[config.mk]
export PLATFORM = sky130hd
export DESIGN_NAME = alarm_buzzer_pattern_sequencer_core_flat
export DESIGN_NICKNAME = d
export VERILOG_FILES = /design/src/hw/rtl/abps_pkg.sv /design/src/hw/rtl/abps_if.sv /design/src/hw/rtl/alarm_buzzer_pattern_sequencer_core.sv /design/src/hw/rtl/abps_next.sv /design/src/flat_wrapper.sv
export VERILOG_INCLUDE_DIRS = /design/src /design/src/hw/rtl
export SDC_FILE = /design/constraint.sdc
export NUM_CORES = 1
export LEC_CHECK = 0
export BUFFER_PORTS_ARGS = -buffer_cell sky130_fd_sc_hd__clkbuf_2
export CORE_ASPECT_RATIO = 1.1
export CORE_MARGIN = 3
export CORE_UTILIZATION = 50
export CTS_CLUSTER_SIZE = 30
export DETAILED_ROUTE_END_ITERATION = 16
export PLACE_DENSITY = 0.68
export REMOVE_ABC_BUFFERS = 1
export SLEW_MARGIN = 20
export SYNTH_ARGS = -nofsm -noshare
export SYNTH_HDL_FRONTEND = slang
export SYNTH_HIERARCHICAL = 1
export SYNTH_SLANG_ARGS = --single-unit
[constraint.sdc]
create_clock -name clock -period 6.6 [get_ports clock]
set_input_delay 0.99 -clock clock [delete_from_list [all_inputs] [get_ports clock]]
set_output_delay 0.99 -clock clock [all_outputs]
set_load 0.01 [all_outputs]
[src/hw/rtl/alarm_buzzer_pattern_sequencer_core_defines.svh]
// Assertion macros for the alarm buzzer pattern sequencer.
// Used by the RTL files that carry concurrent assertions; expects clock and reset in scope.
`ifndef ALARM_BUZZER_PATTERN_SEQUENCER_CORE_DEFINES_SVH
`define ALARM_BUZZER_PATTERN_SEQUENCER_CORE_DEFINES_SVH

// Checked only outside reset.
`define ABPS_ASSERT(label, prop, msg) \
   label: assert property (@(posedge clock) disable iff (reset) prop) \
      else $error(msg);

// Checked at every edge, reset included.
`define ABPS_ASSERT_ALWAYS(label, prop, msg) \
   label: assert property (@(posedge clock) prop) \
      else $error(msg);

`endif

[src/hw/rtl/abps_pkg.sv]
// Shared types and constants for the alarm buzzer pattern sequencer.
// No dependencies; used by the interfaces, abps_next and the top level.
`default_nettype none

package abps_pkg;

   localparam int TIME_BITS   = 24;
   localparam int OP_W        = 2;
   localparam int PATTERN_W   = 3;
   localparam int DURATION_W  = 24;
   localparam int TOGGLE_W    = 8;
   localparam int DUR_EXT_W   = (TIME_BITS > DURATION_W) ? TIME_BITS : DURATION_W;

   typedef enum logic [OP_W-1:0] {
      OP_TICK    = 2'd0,
      OP_TRIGGER = 2'd1,
      OP_STOP    = 2'd2,
      OP_NONE    = 2'd3
   } op_type;

   localparam logic [PATTERN_W-1:0] PAT_OFF          = 3'd0;
   localparam logic [PATTERN_W-1:0] PAT_CONTINUOUS   = 3'd1;
   localparam logic [PATTERN_W-1:0] PAT_SIREN        = 3'd2;
   localparam logic [PATTERN_W-1:0] PAT_PULSE        = 3'd3;
   localparam logic [PATTERN_W-1:0] PAT_ARM_CHIRP    = 3'd4;
   localparam logic [PATTERN_W-1:0] PAT_DISARM_CHIRP = 3'd5;
   localparam logic [PATTERN_W-1:0] PAT_UNKNOWN_LO   = 3'd6;
   localparam logic [PATTERN_W-1:0] PAT_UNKNOWN_HI   = 3'd7;

   localparam logic [TOGGLE_W-1:0] SIREN_ON_MS  = 8'd70;
   localparam logic [TOGGLE_W-1:0] SIREN_OFF_MS = 8'd30;
   localparam logic [TOGGLE_W-1:0] PULSE_ON_MS  = 8'd150;
   localparam logic [TOGGLE_W-1:0] PULSE_OFF_MS = 8'd50;

   localparam logic [TIME_BITS-1:0] ARM_CHIRP_MS     = TIME_BITS'(150);
   localparam logic [TIME_BITS-1:0] DISARM_FIRST_MS  = TIME_BITS'(80);
   localparam logic [TIME_BITS-1:0] DISARM_GAP_MS    = TIME_BITS'(160);
   localparam logic [TIME_BITS-1:0] DISARM_SECOND_MS = TIME_BITS'(240);

   typedef struct packed {
      logic [PATTERN_W-1:0] pattern;
      logic                 level;
      logic [TIME_BITS-1:0] since_trigger;
      logic [TOGGLE_W-1:0]  since_toggle;
      logic [TIME_BITS-1:0] limit;
   } state_type;

endpackage

`default_nettype wire

[src/hw/rtl/abps_if.sv]
// Valid/ready channel interfaces for requests and responses of the buzzer sequencer.
// Depends on abps_pkg for the field widths.
`default_nettype none

interface abps_req_if;
   import abps_pkg::*;
   logic                  valid;
   logic                  ready;
   logic [OP_W-1:0]       operation;
   logic [PATTERN_W-1:0]  pattern;
   logic [DURATION_W-1:0] duration_ms;

   modport source (output valid, output operation, output pattern, output duration_ms,
                   input ready);
   modport sink (input valid, input operation, input pattern, input duration_ms,
                 output ready);
endinterface

interface abps_rsp_if;
   import abps_pkg::*;
   logic                 valid;
   logic                 ready;
   logic                 buzzer_on;
   logic                 active;
   logic [PATTERN_W-1:0] current_pattern;

   modport source (output valid, output buzzer_on, output active, output current_pattern,
                   input ready);
   modport sink (input valid, input buzzer_on, input active, input current_pattern,
                 output ready);
endinterface

`default_nettype wire

[src/hw/rtl/alarm_buzzer_pattern_sequencer_core.sv]
// Alarm buzzer pattern sequencer, top level. Depends on abps_pkg, abps_if, abps_next and the
// defines header. Each request is a 1 ms tick, a trigger (pattern and duration in ms, zero for
// no limit), a stop or a no-op, and produces exactly one response with the buzzer level, the
// active flag and the held pattern after that request. Throughput is one request per clock
// while the response side does not stall. A request transfer loads the request register, and
// when the staged request moves on, a single pass of the next-state logic loads the response
// register, which raises response valid. The response register lets a new request be taken
// while the previous response still waits for its transfer.
`default_nettype none

`include "alarm_buzzer_pattern_sequencer_core_defines.svh"

module alarm_buzzer_pattern_sequencer_core (
   input  logic       clock,
   input  logic       reset,
   abps_req_if.sink   req_chan,
   abps_rsp_if.source rsp_chan
);
   import abps_pkg::*;

   logic                  stage_valid_ff;
   logic                  stage_valid_in;
   op_type                stage_op_ff;
   logic [PATTERN_W-1:0]  stage_pattern_ff;
   logic [DURATION_W-1:0] stage_duration_ff;

   state_type             state_ff;
   state_type             state_in;

   logic                  rsp_valid_ff;
   logic                  rsp_valid_in;
   logic                  rsp_buzzer_ff;
   logic [PATTERN_W-1:0]  rsp_pattern_ff;

   logic                  stage_adv;
   logic                  req_xfer;

   // The staged request moves on when the response register is free or being drained.
   assign stage_adv = stage_valid_ff && (!rsp_valid_ff || rsp_chan.ready);
   assign req_chan.ready = !stage_valid_ff || stage_adv;
   assign req_xfer = req_chan.valid && req_chan.ready;

   assign stage_valid_in = req_xfer || (stage_valid_ff && !stage_adv);
   assign rsp_valid_in   = stage_adv || (rsp_valid_ff && !rsp_chan.ready);

   abps_next u_next (
      .cur         (state_ff),
      .op          (stage_op_ff),
      .pattern     (stage_pattern_ff),
      .duration_ms (stage_duration_ff),
      .nxt         (state_in)
   );

   always_ff @(posedge clock) begin
      if (reset) begin
         stage_valid_ff <= 1'b0;
         rsp_valid_ff   <= 1'b0;
         state_ff       <= '0;
      end else begin
         stage_valid_ff <= stage_valid_in;
         rsp_valid_ff   <= rsp_valid_in;
         if (stage_adv) begin
            state_ff <= state_in;
         end
      end
   end

   always_ff @(posedge clock) begin
      if (req_xfer) begin
         stage_op_ff       <= op_type'(req_chan.operation);
         stage_pattern_ff  <= req_chan.pattern;
         stage_duration_ff <= req_chan.duration_ms;
      end
      if (stage_adv) begin
         rsp_buzzer_ff  <= state_in.level;
         rsp_pattern_ff <= state_in.pattern;
      end
   end

   assign rsp_chan.valid           = rsp_valid_ff;
   assign rsp_chan.buzzer_on       = rsp_buzzer_ff;
   assign rsp_chan.active          = (rsp_pattern_ff != PAT_OFF);
   assign rsp_chan.current_pattern = rsp_pattern_ff;

   `ABPS_ASSERT_ALWAYS(a_no_rsp_after_reset, reset |=> !rsp_valid_ff, "Response valid right after reset")
   `ABPS_ASSERT(a_off_is_silent, (state_ff.pattern == PAT_OFF) |-> !state_ff.level, "Buzzer sounding while the alarm is off")
   `ABPS_ASSERT(a_limit_respected, (state_ff.limit != '0 && state_ff.pattern != PAT_OFF) |-> (state_ff.since_trigger < state_ff.limit), "Alarm still active past its duration")
   `ABPS_ASSERT(a_unknown_cleared, (stage_adv && stage_op_ff == OP_TICK) |=> (state_ff.pattern != PAT_UNKNOWN_LO && state_ff.pattern != PAT_UNKNOWN_HI), "Unknown pattern survived a tick")
   `ABPS_ASSERT(a_state_holds, !stage_adv |=> $stable(state_ff), "State changed without a staged request moving on")

endmodule

`default_nettype wire

[src/hw/rtl/abps_next.sv]
// Next-state logic of the buzzer sequencer: applies one tick, trigger or stop to the state.
// Depends on abps_pkg.
`default_nettype none

module abps_next (
   input  abps_pkg::state_type                  cur,
   input  abps_pkg::op_type                     op,
   input  logic [abps_pkg::PATTERN_W-1:0]       pattern,
   input  logic [abps_pkg::DURATION_W-1:0]      duration_ms,
   output abps_pkg::state_type                  nxt
);
   import abps_pkg::*;

   logic [TIME_BITS-1:0] trig_inc;
   logic [TOGGLE_W-1:0]  tog_inc;
   logic [TOGGLE_W-1:0]  on_ms;
   logic [TOGGLE_W-1:0]  off_ms;
   logic [DUR_EXT_W-1:0] dur_ext;
   logic [TIME_BITS-1:0] dur_sat;
   logic                 limit_hit;

   // Both elapsed counters saturate at all ones.
   assign trig_inc  = (&cur.since_trigger) ? cur.since_trigger : cur.since_trigger + 1'b1;
   assign tog_inc   = (&cur.since_toggle) ? cur.since_toggle : cur.since_toggle + 1'b1;
   assign limit_hit = (cur.limit != '0) && (trig_inc >= cur.limit);

   assign on_ms  = (cur.pattern == PAT_SIREN) ? SIREN_ON_MS : PULSE_ON_MS;
   assign off_ms = (cur.pattern == PAT_SIREN) ? SIREN_OFF_MS : PULSE_OFF_MS;

   assign dur_ext = DUR_EXT_W'(duration_ms);
   assign dur_sat = (dur_ext > DUR_EXT_W'({TIME_BITS{1'b1}})) ? {TIME_BITS{1'b1}}
                                                            : dur_ext[TIME_BITS-1:0];

   always_comb begin
      nxt = cur;
      unique case (op)
         OP_TICK: begin
            if (cur.pattern != PAT_OFF) begin
               nxt.since_trigger = trig_inc;
               nxt.since_toggle  = tog_inc;
               if (limit_hit) begin
                  nxt.pattern = PAT_OFF;
                  nxt.level   = 1'b0;
               end else begin
                  unique case (cur.pattern)
                     PAT_CONTINUOUS: begin
                        nxt.level = cur.level;
                     end
                     PAT_SIREN, PAT_PULSE: begin
                        if ((cur.level && tog_inc >= on_ms) ||
                            (!cur.level && tog_inc >= off_ms)) begin
                           nxt.level        = !cur.level;
                           nxt.since_toggle = '0;
                        end
                     end
                     PAT_ARM_CHIRP: begin
                        if (trig_inc < ARM_CHIRP_MS) begin
                           nxt.level = 1'b1;
                        end else begin
                           nxt.pattern = PAT_OFF;
                           nxt.level   = 1'b0;
                        end
                     end
                     PAT_DISARM_CHIRP: begin
                        if (trig_inc < DISARM_FIRST_MS) begin
                           nxt.level = 1'b1;
                        end else if (trig_inc < DISARM_GAP_MS) begin
                           nxt.level = 1'b0;
                        end else if (trig_inc < DISARM_SECOND_MS) begin
                           nxt.level = 1'b1;
                        end else begin
                           nxt.pattern = PAT_OFF;
                           nxt.level   = 1'b0;
                        end
                     end
                     default: begin
                        // Unknown codes stop the alarm at their first tick.
                        nxt.pattern = PAT_OFF;
                        nxt.level   = 1'b0;
                     end
                  endcase
               end
            end
         end
         OP_TRIGGER: begin
            nxt.pattern       = pattern;
            nxt.since_trigger = '0;
            nxt.since_toggle  = '0;
            nxt.limit         = dur_sat;
            // Other patterns keep the old level until their first tick.
            if (pattern == PAT_CONTINUOUS) begin
               nxt.level = 1'b1;
            end else if (pattern == PAT_OFF) begin
               nxt.level = 1'b0;
            end
         end
         OP_STOP: begin
            nxt.pattern = PAT_OFF;
            nxt.level   = 1'b0;
         end
         OP_NONE: begin
            nxt = cur;
         end
      endcase
   end

endmodule

`default_nettype wire

[src/flat_wrapper.sv]
// flat-port wrapper written by rule: the top's interface ports become plain ports
module alarm_buzzer_pattern_sequencer_core_flat import abps_pkg::*;
  (clock, reset, req_chan_valid, req_chan_operation, req_chan_pattern, req_chan_duration_ms, req_chan_ready, rsp_chan_valid, rsp_chan_buzzer_on, rsp_chan_active, rsp_chan_current_pattern, rsp_chan_ready);
  abps_req_if req_chan_i ();
  abps_rsp_if rsp_chan_i ();
  input  logic clock;
  input  logic reset;
  input wire logic [$bits(req_chan_i.valid)-1:0] req_chan_valid;
  input wire logic [$bits(req_chan_i.operation)-1:0] req_chan_operation;
  input wire logic [$bits(req_chan_i.pattern)-1:0] req_chan_pattern;
  input wire logic [$bits(req_chan_i.duration_ms)-1:0] req_chan_duration_ms;
  output wire logic [$bits(req_chan_i.ready)-1:0] req_chan_ready;
  output wire logic [$bits(rsp_chan_i.valid)-1:0] rsp_chan_valid;
  output wire logic [$bits(rsp_chan_i.buzzer_on)-1:0] rsp_chan_buzzer_on;
  output wire logic [$bits(rsp_chan_i.active)-1:0] rsp_chan_active;
  output wire logic [$bits(rsp_chan_i.current_pattern)-1:0] rsp_chan_current_pattern;
  input wire logic [$bits(rsp_chan_i.ready)-1:0] rsp_chan_ready;
  assign req_chan_i.valid = req_chan_valid;
  assign req_chan_i.operation = req_chan_operation;
  assign req_chan_i.pattern = req_chan_pattern;
  assign req_chan_i.duration_ms = req_chan_duration_ms;
  assign req_chan_ready = req_chan_i.ready;
  assign rsp_chan_valid = rsp_chan_i.valid;
  assign rsp_chan_buzzer_on = rsp_chan_i.buzzer_on;
  assign rsp_chan_active = rsp_chan_i.active;
  assign rsp_chan_current_pattern = rsp_chan_i.current_pattern;
  assign rsp_chan_i.ready = rsp_chan_ready;
  alarm_buzzer_pattern_sequencer_core u_core (.clock(clock), .reset(reset), .req_chan(req_chan_i), .rsp_chan(rsp_chan_i));
endmodule
# == After elaboration in Yosys (flattened, before gate mapping) ==
# Index checks and enable logic that the tools add are counted.
# word_totals
elab_cells,86
out_inout_bits,7
inputBits,33
reg_bits,95
# op_classes
eq_ne,10
n_mux,25
n_reduce_logical,29
n_addsub,2
magnitude_cmp,8
# ops
op,count
$lt A24 B8 Y1 const B,3
$pmux W32 S2,1
$mux W24,2
$mux W8,5
$mux W36,1
$add A24 B1 Y24 const B,1
$ge A24 B24 Y1,1
$gt A24 B24 Y1 const B,1
$lt A24 B7 Y1 const B,1
$reduce_and A24 Y1,1
$reduce_bool A24 Y1,1
$pmux W4 S4,1
$mux W3,4
$pmux W3 S3,1
$add A8 B1 Y8 const B,1
$ge A8 B6 Y1,1
$ge A8 B8 Y1,1
$reduce_and A8 Y1,1
$logic_and A1 B1 Y1,7
$mux W1,7
$eq A3 B1 Y1 const B,2
$eq A3 B2 Y1 const B,2
$eq A3 B3 Y1 const B,2
$mux W6,1
15 further kinds,25

# == Longest topological paths before layout ==
# depth
word_depth,10
ltp_mapped,19
depth_no_buf,18

# == Hierarchy ==
# The synthesis kept the hierarchy.
# by_module_without_submodules
module,area_each_um2,instances,cells_each,seq_area_each_um2
alarm_buzzer_pattern_sequencer_core,3832.4,1,304,2232.1
abps_next,2842.7,1,450,0.0

# == Worst setup path after synthesis ==
# OpenSTA, ideal clock, no wires.
# synth_path
path_kind,reg2reg
from,register u_core/state_ff[42] (netlist bit)
to,register u_core/state_ff[57] (netlist bit)
path_buffers,1
stages_incl_launch_ff,19
slack_ns,2.969
period_less_slack_ns,3.631
setup_ns,0.072
t_required_ns,6.528
arrival_time_ns,3.559
path_cell_list,dfxtp_1 > buf_4 > nand4_2 > or4_4 > o211a_4 > nand3_1 > xor2_1 > inv_1 > ha_1 > a21o_1 > a21o_1 > a21o_1 > a21o_1 > a211oi_1 > o21ai_2 > a211oi_2 > a22o_1 > nand2b_1 > mux2i_1
# synth_rtl
item,line_no,text
start: declaration,alarm_buzzer_pattern_sequencer_core.sv:27,state_type state_ff;
start signal: assignment,alarm_buzzer_pattern_sequencer_core.sv:63,state_ff <= state_in;

==> run summary <==
Status: complete, no violations
Avg WL per Cell: 16.07 µm
Post-route setup TNS: 0 ps
Pleak: 2.653 nW
CP Class: flip-flop to flip-flop
Clock period minus worst slack: 4398 ps
Filler Cell Count: 1,190
Synth area leaders: dfxtp_1 (19%), edfxtp_1 (15%), nand2b_1 (12%), mux2i_1 (9.0%), ha_1 (5.6%)
Core Rows: 43
CTS Sinks: 95
N_diodes: 0
Yosys warning total: 6
Final Cycle Share: 66.64%
Hold Path Class: flip-flop to flip-flop
Synth Instances: 754
Pwr dens: 178.9 nW/µm²
Post-synth cell types: 67
Total gr overflow: 0
I/O Pins: 40
Max Clock Skew: 7.258 ps
CTS tree: yes
Die X: 116.2 µm
Fin. max-slew vios: 0
Synth area leader: dfxtp_1
# nets final: 825
FF-to-FF Start: u_core/state_ff[40]
First-pass GRT wire length: 24,610 µm
Starting Density: 51.91%
Layout cells sized above 1: 11.60%
Syn_area_per_cell: 8.853 µm²
Post-synth EDFFs: 33
Vias: 5,409
Non-Filler Instances: 924
Initial antenna violation count: 0
Final-report hold violation count: 0
Slew HR: 27.72%
CTS Hold Bufs: 0
Max VDD drop: 0.1281 mV
RSZ-0062 raised after global routing: no
Crit. Startpoint: u_core/state_ff[40]
Register clock-pin slew on the reported worst setup and hold paths: 70 ps
Post-synth top area share: 18.59%
Crit end category: flip-flop
Synthesis-stage register bit count: 95
Worst-path maximum fanout: 13
Main flop type after synthesis: dfxtp_1
Synthesized area: 6675 µm²
Number of buffers created by CTS: 9
Post-CTS Resized: 0
IO buf count: 39
Worst hold start: u_core/state_ff[7]
Peak Freq: 0.2274 GHz
Die H: 127.2 µm
RePlAce Congestion: 0.9303
Post-DRT Antenna Nets: 0
Slew @ Worst Pin: 1084 ps
Synth-to-Final Area Change: 6.261%
Max-cap violations: 0
Worst Path Required: 6800 ps
Hold path depth: 2
Pin count of the biggest net entering global routing: 123
Hpwl dp: 10,180 µm
Via-per-instance ratio: 5.854
Tot GR Track Use: 20.56%
DRC: 0
Most common cell in the netlist: nand2b_1
Asr flop ratio synth: 0%
Synth cell count leaders: nand2b_1 (127), nand2_1 (65), dfxtp_1 (62), mux2i_1 (60), o21ai_0 (47)
R2r worst-path depth: 17
Final wirelength: 14,850 µm
Placed cell count: 908
Critical Path AT: 4590 ps
Initial DRC count: 453
CTS H-tree lvls: 3
Total die area: 14,770 µm²
Worst skew pair latency: 350 ps
Clock buffer depth: 2
Postcts setup bufs: 0
Crit path launch type: flip-flop
Root Buffer: clkbuf_16
Core Area: 12,860 µm²
Sequential area share after synthesis: 33.44%
Vias in the first global route: 5,103
Final-report setup violation count: 0
1st-pass router iterations: 5
layout by cell type (no fill, tap or decap), drive strengths merged, types with 3 or more instances in the layout:
cell     instances
a211oi           8
ha              30
nor2b            8
dfxtp           62
or4              4
a21o             6
nor2            31
and2             7
o21ai           60
nor3            10
o2111ai          3
nand3           16
or2              3
mux2i           60
a22o            16
xor2            10
a21oi           18
xnor2            3
nand4           14
o31ai            7
nand2b         127
or3              5
nor4             9
inv             39
nor3b            3
mux2             9
and4             7
o211ai           3
a31oi            6
nand2           66
clkbuf          49
and3             6
edfxtp          33
buf              3
state kept, by name, summed over array words and instances (netlist names):
signal and cells:
u_core/rsp_chan.valid 1, u_core/stage_valid_ff 1, u_core/stage_pattern_ff 3, u_core/rsp_chan.current_pattern 3, u_core/rsp_chan.buzzer_on 1, u_core/stage_op_ff 2, u_core/stage_duration_ff 24, u_core/state_ff 60
cell families (layout without fill, tap and decap cells):
kind of cell	count (synthesis)	after routing	share of synthesized area, %
xor+xnor	14	14	2.156
simple gates	316	316	26.79
compound gates	146	146	14.71
mux	69	69	10.52
buf+inv	83	96	6.616
flops	95	95	33.44
fa+ha+maj	31	31	5.773
power by group:
part           total (W)  switching, W  internal, W
registers       0.000634     0.0000107     0.000623
logic           0.000117     0.0000656    0.0000510
clock network   0.000519      0.000227     0.000292
worst paths after layout:
kind / slack (ps) / to
max: 2200 / u_core/state_ff[31]
min: 500 / u_core/state_ff[7]
max reg2reg: 2200 / u_core/state_ff[31]
min reg2reg: 500 / u_core/state_ff[7]
per-layer routing:
metal  GRT usage, %  share of wire (%)
met5              0                  0
met4          7.713                2.0
met3          3.079                4.5
met2          34.95                 50
met1          26.27                 44
layout make-up:
| class | instances | area [µm²] | area share, % |
|---|---|---|---|
| Timing Repair Buffer | 42 | 217.7 | 3.069 |
| Inverter | 38 | 142.6 | 2.011 |
| Clock buffer | 10 | 229.0 | 3.228 |
| Tap cell | 157 | 196.4 | 2.769 |
| Multi-Input combinational cell | 576 | 4015 | 56.61 |
| Sequential cell | 95 | 2232 | 31.47 |
| Clock inverter | 6 | 60.06 | 0.8467 |
through the flow:
stage	setup WS [ps]	power [W]	util (%)	instance area, µm²	hold slack, ps
after CTS	2209	0.001288	55.16	7093	498.2
final	2202	0.001269	55.16	7093	495.9
after global placement	2363	0.0007604	52.91	6804	473.0
after floorplan	2826	0.0007200	-	6376	460.7
after detailed placement	2216	0.0007635	52.91	6804	479.4
after global routing	1907	0.001318	55.16	7093	516.7
critical path: stages, from the launching register on:
cell,delay [ps]
dfxtp_1,580
nand4_2,240
or4_4,640
o211a_4,280
nand3_1,100
xor2_1,240
inv_1,70
ha_1,180
a21o_1,170
a21o_1,160
a21o_1,160
a21o_1,200
a211oi_1,380
o21ai_2,190
o21ai_2,380
o21ai_1,110
nand2b_1,80
mux2i_1,70
(Power assumes the default switching activity.)
